==> src/hw/rtl/gks_pkg.sv <==
`timescale 1ns / 1ps
// gks_pkg: widths, stored entry type and sequencer states of the greedy knapsack selector
// no dependencies

package gks_pkg;

    localparam int MAX_FILES_DEF = 32;

    localparam int ID_W     = 16;
    localparam int SIZE_W   = 16;
    localparam int IMP_W    = 7;
    localparam int RISK_W   = 7;
    localparam int WEIGHT_W = IMP_W + RISK_W;
    localparam int PROD_W   = WEIGHT_W + SIZE_W;
    localparam int CAP_W    = 21;

    localparam int S_DATA_W = 48;
    localparam int M_DATA_W = 56;
    localparam int M_USER_W = 2;

    localparam logic [CAP_W-1:0] CAP_RESET = CAP_W'(1000);

    // one stored item, weight = importance * risk worked out at load
    typedef struct packed {
        logic [ID_W-1:0]     id;
        logic [SIZE_W-1:0]   size;
        logic [WEIGHT_W-1:0] weight;
    } gks_entry_t;

    typedef enum logic [5:0] {
        ST_LOAD   = 6'b000001,
        ST_READ   = 6'b000010,
        ST_MUL_A  = 6'b000100,
        ST_MUL_B  = 6'b001000,
        ST_PLACE  = 6'b010000,
        ST_FINISH = 6'b100000
    } gks_state_t;

endpackage

==> src/hw/rtl/greedy_knapsack_selector.sv <==
`timescale 1ns / 1ps
// greedy_knapsack_selector: loads items, ranks them by importance*risk/size and fills capacity
// depends on gks_pkg

// usage
//   s_ channel: one beat per item, s_tdata = item_id, item_size, importance, risk
//   (lowest bits first), s_tlast marks the last item of a dataset and starts selection
//   m_ channel: one beat per chosen item in rank order with the running total used;
//   m_tlast marks the last beat of the dataset, m_tuser[0] = nothing chosen,
//   m_tuser[1] = more than MAX_FILES items were offered
//   cfg_w channel: writes capacity_mb, always ready; write only while the block is idle
// timing
//   loading accepts one item per cycle; items past MAX_FILES are dropped and flagged
//   selection runs N ranks, each a scan over the N stored items through one memory
//   read port and one shared 14x16 multiplier: each item scanned is read and then
//   multiplied, a compare against the current best takes a second multiply, and each
//   rank ends with a placement step; a finish step then hands over the final result
//   s_tready stays low from the last beat until the final result is in the output register
// reset: aresetn (synchronous, active low) empties the dataset, capacity returns to 1000
// stall: a result waits in the output register; the sequencer holds when it has a
//   second result to hand over and the receiver has not taken the first

module greedy_knapsack_selector
    import gks_pkg::*;
#(
    parameter int MAX_FILES = MAX_FILES_DEF
) (
    input  logic                aclk,
    input  logic                aresetn,
    // item beat: [15:0] item_id, [31:16] item_size, [38:32] importance, [45:39] risk
    input  logic                s_tvalid,
    output logic                s_tready,
    input  logic [S_DATA_W-1:0] s_tdata,
    input  logic                s_tlast,
    // result beat: [15:0] chosen_id, [31:16] chosen_size, [52:32] used_total
    output logic                m_tvalid,
    input  logic                m_tready,
    output logic [M_DATA_W-1:0] m_tdata,
    // result flags: [0] none_chosen, [1] dropped_items
    output logic [M_USER_W-1:0] m_tuser,
    output logic                m_tlast,
    // capacity_mb write
    input  logic                cfg_wvalid,
    output logic                cfg_wready,
    input  logic [CAP_W-1:0]    cfg_wdata
);

    localparam int IDX_W = $clog2(MAX_FILES);
    localparam int CNT_W = $clog2(MAX_FILES + 1);

    // item storage, written at load, read one entry per scan step
    gks_entry_t mem [MAX_FILES];
    gks_entry_t rd_reg;

    gks_state_t state_reg, state_next;

    logic [CAP_W-1:0]     cap_reg;
    logic [CNT_W-1:0]     count_reg, count_next;
    logic                 overflow_reg, overflow_next;
    logic [MAX_FILES-1:0] taken_reg, taken_next;

    // scan position, rank counter and current best of the scan
    logic [IDX_W-1:0]     idx_reg, idx_next;
    logic [CNT_W-1:0]     rank_reg, rank_next;
    logic                 best_vld_reg, best_vld_next;
    logic [IDX_W-1:0]     best_idx_reg, best_idx_next;
    gks_entry_t           best_reg, best_next;
    logic [PROD_W-1:0]    lhs_reg, lhs_next;

    // running total and result held back until the next one shows whether it is last
    logic [CAP_W-1:0]     used_reg, used_next;
    logic                 pend_vld_reg, pend_vld_next;
    logic [ID_W-1:0]      pend_id_reg, pend_id_next;
    logic [SIZE_W-1:0]    pend_size_reg, pend_size_next;
    logic [CAP_W-1:0]     pend_used_reg, pend_used_next;

    // output register
    logic                 m_vld_reg, m_vld_next;
    logic [M_DATA_W-1:0]  m_data_reg, m_data_next;
    logic [M_USER_W-1:0]  m_user_reg, m_user_next;
    logic                 m_last_reg, m_last_next;

    logic                 s_accept;
    logic                 room;
    logic                 out_free;
    logic                 scan_last;
    logic [WEIGHT_W-1:0]  mul_a;
    logic [SIZE_W-1:0]    mul_b;
    logic [PROD_W-1:0]    prod;
    logic [CAP_W:0]       fit_sum;
    logic                 fits;

    assign s_tready   = (state_reg == ST_LOAD);
    assign s_accept   = s_tvalid && s_tready;
    assign room       = (count_reg < CNT_W'(MAX_FILES));
    assign cfg_wready = 1'b1;
    assign out_free   = !m_vld_reg || m_tready;
    assign scan_last  = ((CNT_W'(idx_reg) + CNT_W'(1)) == count_reg);

    // shared multiplier: first w_i * size_best, then w_best * size_i
    assign mul_a = (state_reg == ST_MUL_A) ? rd_reg.weight : best_reg.weight;
    assign mul_b = (state_reg == ST_MUL_A) ? best_reg.size : rd_reg.size;
    assign prod  = PROD_W'(mul_a) * PROD_W'(mul_b);

    assign fit_sum = {1'b0, used_reg} + (CAP_W + 1)'(best_reg.size);
    assign fits    = (fit_sum <= {1'b0, cap_reg});

    assign m_tvalid = m_vld_reg;
    assign m_tdata  = m_data_reg;
    assign m_tuser  = m_user_reg;
    assign m_tlast  = m_last_reg;

    always_ff @(posedge aclk) begin
        if (s_accept && room) begin
            mem[count_reg[IDX_W-1:0]] <= '{
                id:     s_tdata[15:0],
                size:   s_tdata[31:16],
                weight: WEIGHT_W'(s_tdata[38:32]) * WEIGHT_W'(s_tdata[45:39])
            };
        end
        rd_reg <= mem[idx_reg];
    end

    always_comb begin
        state_next     = state_reg;
        count_next     = count_reg;
        overflow_next  = overflow_reg;
        taken_next     = taken_reg;
        idx_next       = idx_reg;
        rank_next      = rank_reg;
        best_vld_next  = best_vld_reg;
        best_idx_next  = best_idx_reg;
        best_next      = best_reg;
        lhs_next       = lhs_reg;
        used_next      = used_reg;
        pend_vld_next  = pend_vld_reg;
        pend_id_next   = pend_id_reg;
        pend_size_next = pend_size_reg;
        pend_used_next = pend_used_reg;
        m_vld_next     = m_vld_reg && !m_tready;
        m_data_next    = m_data_reg;
        m_user_next    = m_user_reg;
        m_last_next    = m_last_reg;

        unique case (state_reg)
            ST_LOAD: begin
                if (s_accept) begin
                    if (room) begin
                        count_next = count_reg + CNT_W'(1);
                    end else begin
                        overflow_next = 1'b1;
                    end
                    if (s_tlast) begin
                        idx_next      = '0;
                        rank_next     = '0;
                        best_vld_next = 1'b0;
                        used_next     = '0;
                        pend_vld_next = 1'b0;
                        taken_next    = '0;
                        state_next    = ST_READ;
                    end
                end
            end
            ST_READ: begin
                // empty dataset cannot rank anything
                state_next = (count_reg == '0) ? ST_FINISH : ST_MUL_A;
            end
            ST_MUL_A: begin
                if (taken_reg[idx_reg]) begin
                    state_next = ST_READ;
                end else if (!best_vld_reg) begin
                    best_vld_next = 1'b1;
                    best_idx_next = idx_reg;
                    best_next     = rd_reg;
                    state_next    = ST_READ;
                end else begin
                    lhs_next   = prod;
                    state_next = ST_MUL_B;
                end
                if (state_next == ST_READ) begin
                    if (scan_last) begin
                        state_next = ST_PLACE;
                    end else begin
                        idx_next = idx_reg + IDX_W'(1);
                    end
                end
            end
            ST_MUL_B: begin
                // strict win only, so ties stay with the earlier item
                if (lhs_reg > prod) begin
                    best_idx_next = idx_reg;
                    best_next     = rd_reg;
                end
                if (scan_last) begin
                    state_next = ST_PLACE;
                end else begin
                    idx_next   = idx_reg + IDX_W'(1);
                    state_next = ST_READ;
                end
            end
            ST_PLACE: begin
                if (!fits || !pend_vld_reg || out_free) begin
                    taken_next[best_idx_reg] = 1'b1;
                    if (fits) begin
                        if (pend_vld_reg) begin
                            m_vld_next  = 1'b1;
                            m_data_next = {3'b000, pend_used_reg, pend_size_reg, pend_id_reg};
                            m_user_next = {overflow_reg, 1'b0};
                            m_last_next = 1'b0;
                        end
                        pend_vld_next  = 1'b1;
                        pend_id_next   = best_reg.id;
                        pend_size_next = best_reg.size;
                        pend_used_next = fit_sum[CAP_W-1:0];
                        used_next      = fit_sum[CAP_W-1:0];
                    end
                    rank_next     = rank_reg + CNT_W'(1);
                    idx_next      = '0;
                    best_vld_next = 1'b0;
                    if ((rank_reg + CNT_W'(1)) == count_reg) begin
                        state_next = ST_FINISH;
                    end else begin
                        state_next = ST_READ;
                    end
                end
            end
            ST_FINISH: begin
                if (out_free) begin
                    m_vld_next  = 1'b1;
                    m_last_next = 1'b1;
                    if (pend_vld_reg) begin
                        m_data_next = {3'b000, pend_used_reg, pend_size_reg, pend_id_reg};
                        m_user_next = {overflow_reg, 1'b0};
                    end else begin
                        m_data_next = '0;
                        m_user_next = {overflow_reg, 1'b1};
                    end
                    count_next    = '0;
                    overflow_next = 1'b0;
                    taken_next    = '0;
                    pend_vld_next = 1'b0;
                    idx_next      = '0;
                    state_next    = ST_LOAD;
                end
            end
            default: begin
                state_next = ST_LOAD;
            end
        endcase
    end

    always_ff @(posedge aclk) begin
        if (!aresetn) begin
            state_reg    <= ST_LOAD;
            cap_reg      <= CAP_RESET;
            count_reg    <= '0;
            overflow_reg <= 1'b0;
            taken_reg    <= '0;
            idx_reg      <= '0;
            rank_reg     <= '0;
            best_vld_reg <= 1'b0;
            pend_vld_reg <= 1'b0;
            used_reg     <= '0;
            m_vld_reg    <= 1'b0;
        end else begin
            state_reg    <= state_next;
            if (cfg_wvalid && cfg_wready) begin
                cap_reg <= cfg_wdata;
            end
            count_reg    <= count_next;
            overflow_reg <= overflow_next;
            taken_reg    <= taken_next;
            idx_reg      <= idx_next;
            rank_reg     <= rank_next;
            best_vld_reg <= best_vld_next;
            pend_vld_reg <= pend_vld_next;
            used_reg     <= used_next;
            m_vld_reg    <= m_vld_next;
        end
    end

    always_ff @(posedge aclk) begin
        best_idx_reg  <= best_idx_next;
        best_reg      <= best_next;
        lhs_reg       <= lhs_next;
        pend_id_reg   <= pend_id_next;
        pend_size_reg <= pend_size_next;
        pend_used_reg <= pend_used_next;
        m_data_reg    <= m_data_next;
        m_user_reg    <= m_user_next;
        m_last_reg    <= m_last_next;
    end

endmodule

==> config.mk <==
export PLATFORM = sky130hd
export DESIGN_NAME = greedy_knapsack_selector
export DESIGN_NICKNAME = d
export VERILOG_FILES = /design/src/hw/rtl/gks_pkg.sv /design/src/hw/rtl/greedy_knapsack_selector.sv
export SDC_FILE = /design/constraint.sdc
export NUM_CORES = 2
export LEC_CHECK = 0
export BUFFER_PORTS_ARGS = -buffer_cell sky130_fd_sc_hd__buf_2
export CORE_ASPECT_RATIO = 1.75
export CORE_MARGIN = 3
export CORE_UTILIZATION = 61
export DETAILED_ROUTE_END_ITERATION = 8
export PLACE_DENSITY = 0.82
export SETUP_SLACK_MARGIN = 0.02
export SYNTH_ARGS = -nofsm -noshare
export SYNTH_HDL_FRONTEND = slang
export SYNTH_SLANG_ARGS = --single-unit
==> constraint.sdc <==
create_clock -name aclk -period 12.03 [get_ports aclk]
set_input_delay 0.6015 -clock aclk [delete_from_list [all_inputs] [get_ports aclk]]
set_output_delay 0.6015 -clock aclk [all_outputs]
set_load 0.02 [all_outputs]
==> impl_metrics.env <==
export IMPL_result_of_the_run="finished clean"
export IMPL_cts_hold_repair_buffers=0
export IMPL_totalWireLength_um=203000
export IMPL_achievable_frequency_ghz=0.0891
export IMPL_syn_area_um2=78700
export IMPL_pwr_share_clk_pct=24.3
export IMPL_ff_latch_area_um2=52900
export IMPL_die_width_um=278
export IMPL_via_count=42300
export IMPL_average_routed_wire_per_standard_cell_um=32.3
export IMPL_synthDominantCellAreaShare_pct=63.4
export IMPL_core_rowCount=173
export IMPL_global_route_overflow_total=0
export IMPL_share_comb_of_total_power_pct=38.3
export IMPL_grt_use_total_pct=30.9
export IMPL_clock_latency_ns=0.79
export IMPL_initial_core_utilization_pct=61.7
export IMPL_synth_area_top_cells="edfxtp_1 63%, mux4_2 13%, fa_1 4.8%"
export IMPL_setup_violations=0
export IMPL_largest_net_degree_at_the_start_of_global_routing=133
export IMPL_grt_first_pass_wirelength_um=298000
export IMPL_dp_hpwl_um=108000
export IMPL_synth_area_leader_cell="edfxtp_1"
export IMPL_vias_per_cell=6.71
export IMPL_tritoncts_sink_count=1809
export IMPL_chipHeight_um=481
export IMPL_reg_clk_slew_reported_paths_ns=0.07
export IMPL_postSynthRegisterBits=1809
export IMPL_critPathSlowestCell="mux2i_1"
export IMPL_cts_buffers=150
export IMPL_synthesis_warnings=0
export IMPL_cts_buffer_depth=3
export IMPL_ir_worst_vdd_uv=763
export IMPL_final_period_minus_worst_setup_slack_ns=11.23
export IMPL_timing_worst_slew_pin_value_ns=1.31
export IMPL_num_io_pins=137
export IMPL_synth_async_reset_ratio_pct=0
export IMPL_synth_edf_count=1662
export IMPL_final_min_period_over_clock_period_pct=93.3
export IMPL_start_kind="register"
export IMPL_worst_path_largest_cell_delay_ns=1.25
export IMPL_area_growth_pct=10.2
export IMPL_cap_viol_max_count=0
export IMPL_cts_root_buffer_type="clkbuf_16"
export IMPL_sw_frac_of_total_pct=33.9
export IMPL_layout_nets=4972
export IMPL_multiInputGateArea_um2=24500
export IMPL_grt_pass1_vias=44300
export IMPL_filler_cell_count=7645
export IMPL_crit_type="register to register"
export IMPL_cts_resized=0
export IMPL_leakage_power_figure_uw=0.0294
export IMPL_drive_gt1_share_pct=22.6
export IMPL_cts_repair_timing_setup_buffer_count=0
export IMPL_cts_max_level=4
export IMPL_layout_setup_ws_ns=0.805
export IMPL_power_internal_uw=13600
export IMPL_drc=0
export IMPL_max_slew_margin_rel_pct=11.9
export IMPL_ys_top_cells_by_count="1,662 x edfxtp_1, 469 x mux4_2, 271 x inv_1"
export IMPL_placeable_core_area_um2=127000
export IMPL_synth_seq_area_share_pct=67.2
export IMPL_netlist_cell_type_count=70
export IMPL_postSynth_topFlopCell="edfxtp_1"
export IMPL_place_worst_setup_slack_ns=1.07
export IMPL_grt_antenna_before_repair=10
export IMPL_power_share_sequential_pct=37.3
export IMPL_portBuffers=130
export IMPL_fp_dieArea_um2=134000
export IMPL_final_max_slew_violation_count=0
export IMPL_worst_hold_path_type="input port to register"
export IMPL_worst_path_most_repeated_cell="fa_1"
export IMPL_gp_congestion=0.952
export IMPL_syn_mean_instance_area_um2=18.2
export IMPL_clock_skew_final_ns=0.0385
export IMPL_netlist_instances=4322
export IMPL_worst_path_max_fanout=51
export IMPL_timing_critical_path_arrival_ns=11.62
export IMPL_netSwitchingPower_uw=6960
export IMPL_ant_nets=0
export IMPL_most_frequent_cell_after_synthesis="edfxtp_1"
export IMPL_largest_register_ffs=1472
export IMPL_detailedRoute_firstPassIterationCount=5
export IMPL_fin_tns_setup_ns=0
export IMPL_grt_setup_unrepaired="no"
export IMPL_clock_tree_from_tritoncts="done"
export IMPL_end_kind="register"
export IMPL_required_ns=12.43
export IMPL_drt_initial_drc_count=5301
export IMPL_powerDensity_nw_per_um2=237
export IMPL_report_final_hold_viol_count=0
cell families after synthesis:
kind of cell / after synthesis / synth area share (%)
flip-flops: 1809 / 67.2
AND/OR/NAND/NOR: 716 / 4.25
multiplexers: 593 / 15.1
buffers and inverters: 450 / 2.22
adder cells (fa/ha/maj): 389 / 8.00
AO/OA/AOI/OAI: 279 / 2.32
XOR/XNOR: 84 / 0.935
other: 2 / 0.00954
final timing paths:
check / cells past startpoint / slack [ns] / startpoint / endpoint
setup / recovery: 33 / 0.80 / state_reg[5] / best_idx_reg[3]
hold / removal: 3 / 0.07 / cfg_wdata[9] / cap_reg[9]
setup reg to reg: 33 / 0.80 / state_reg[5] / best_idx_reg[3]
hold reg to reg: 0 / 0.41 / rd_reg[30] / best_reg[30]
metrics by stage:
stage               util [%]  power (µW)  instances  area, µm²  hold slack, ns
floorplan                  -       13600       4324      78700           0.386
detailed placement      64.1       15600       6018      81800           0.389
CTS                     68.0       20600       6292      86700          0.0265
global placement        64.1       15300       6018      81800           0.387
finish                  68.0       20500       6300      86700          0.0681
global route            68.0       21800       6294      86700          0.0617
metal layers:
metal  up-vias  part of all wire [%]  GRT usage [%]
li1      17100                     -              -
met5         -                 0.010              0
met3       694                   9.8           5.62
met4         4                   6.4           17.4
met1     21700                    32           37.5
met2      2824                    51           52.7
layout make-up:
cell class,count,area share [%]
Timing Repair Buffer,210,1.50
Inverter,272,1.18
Multi-Input combinational cell,2065,28.3
Tap cell,1662,2.40
Clock buffer,198,4.72
Clock inverter,76,0.942
Antenna cell,8,0.0231
Sequential cell,1809,61.0
worst max-delay path: cells and delay by family (launching register included):
family / cells / cell delay (ns)
compound gates: 11 / 2.32
xor+xnor: 1 / 0.19
fa+ha+maj: 8 / 3.55
buf+inv: 5 / 0.58
flops: 1 / 0.36
mux: 1 / 1.25
simple gates: 7 / 2.51
power groups by stage:
stage / registers [µW] / logic (µW) / clock network [µW]
CTS: 7660 / 7900 / 5030
detailed placement: 7790 / 7820 / 0
global placement: 7780 / 7560 / 0
finish: 7660 / 7860 / 4990
floorplan: 7770 / 5850 / 0
global route: 7670 / 8920 / 5220
cell usage in the layout (no fill, tap or decap), types with 29 or more instances in the layout:
master and n:
clkbuf_16 154, nand3_1 48, nor2b_1 65, fa_1 190, mux2i_1 49, buf_2 130, inv_1 271, o21ai_0 43
ha_1 199, o21a_1 38, edfxtp_1 1662, xor2_1 31, and2_1 30, nor4_1 38, mux2_2 75, a21oi_1 80
clkbuf_1 37, nor2_1 178, a21o_1 29, xnor2_1 43, dfxtp_1 142, nand2_1 233, mux4_2 469, buf_4 76
nor2_4 34
No activity file was read; power rests on OpenSTA's default activity.
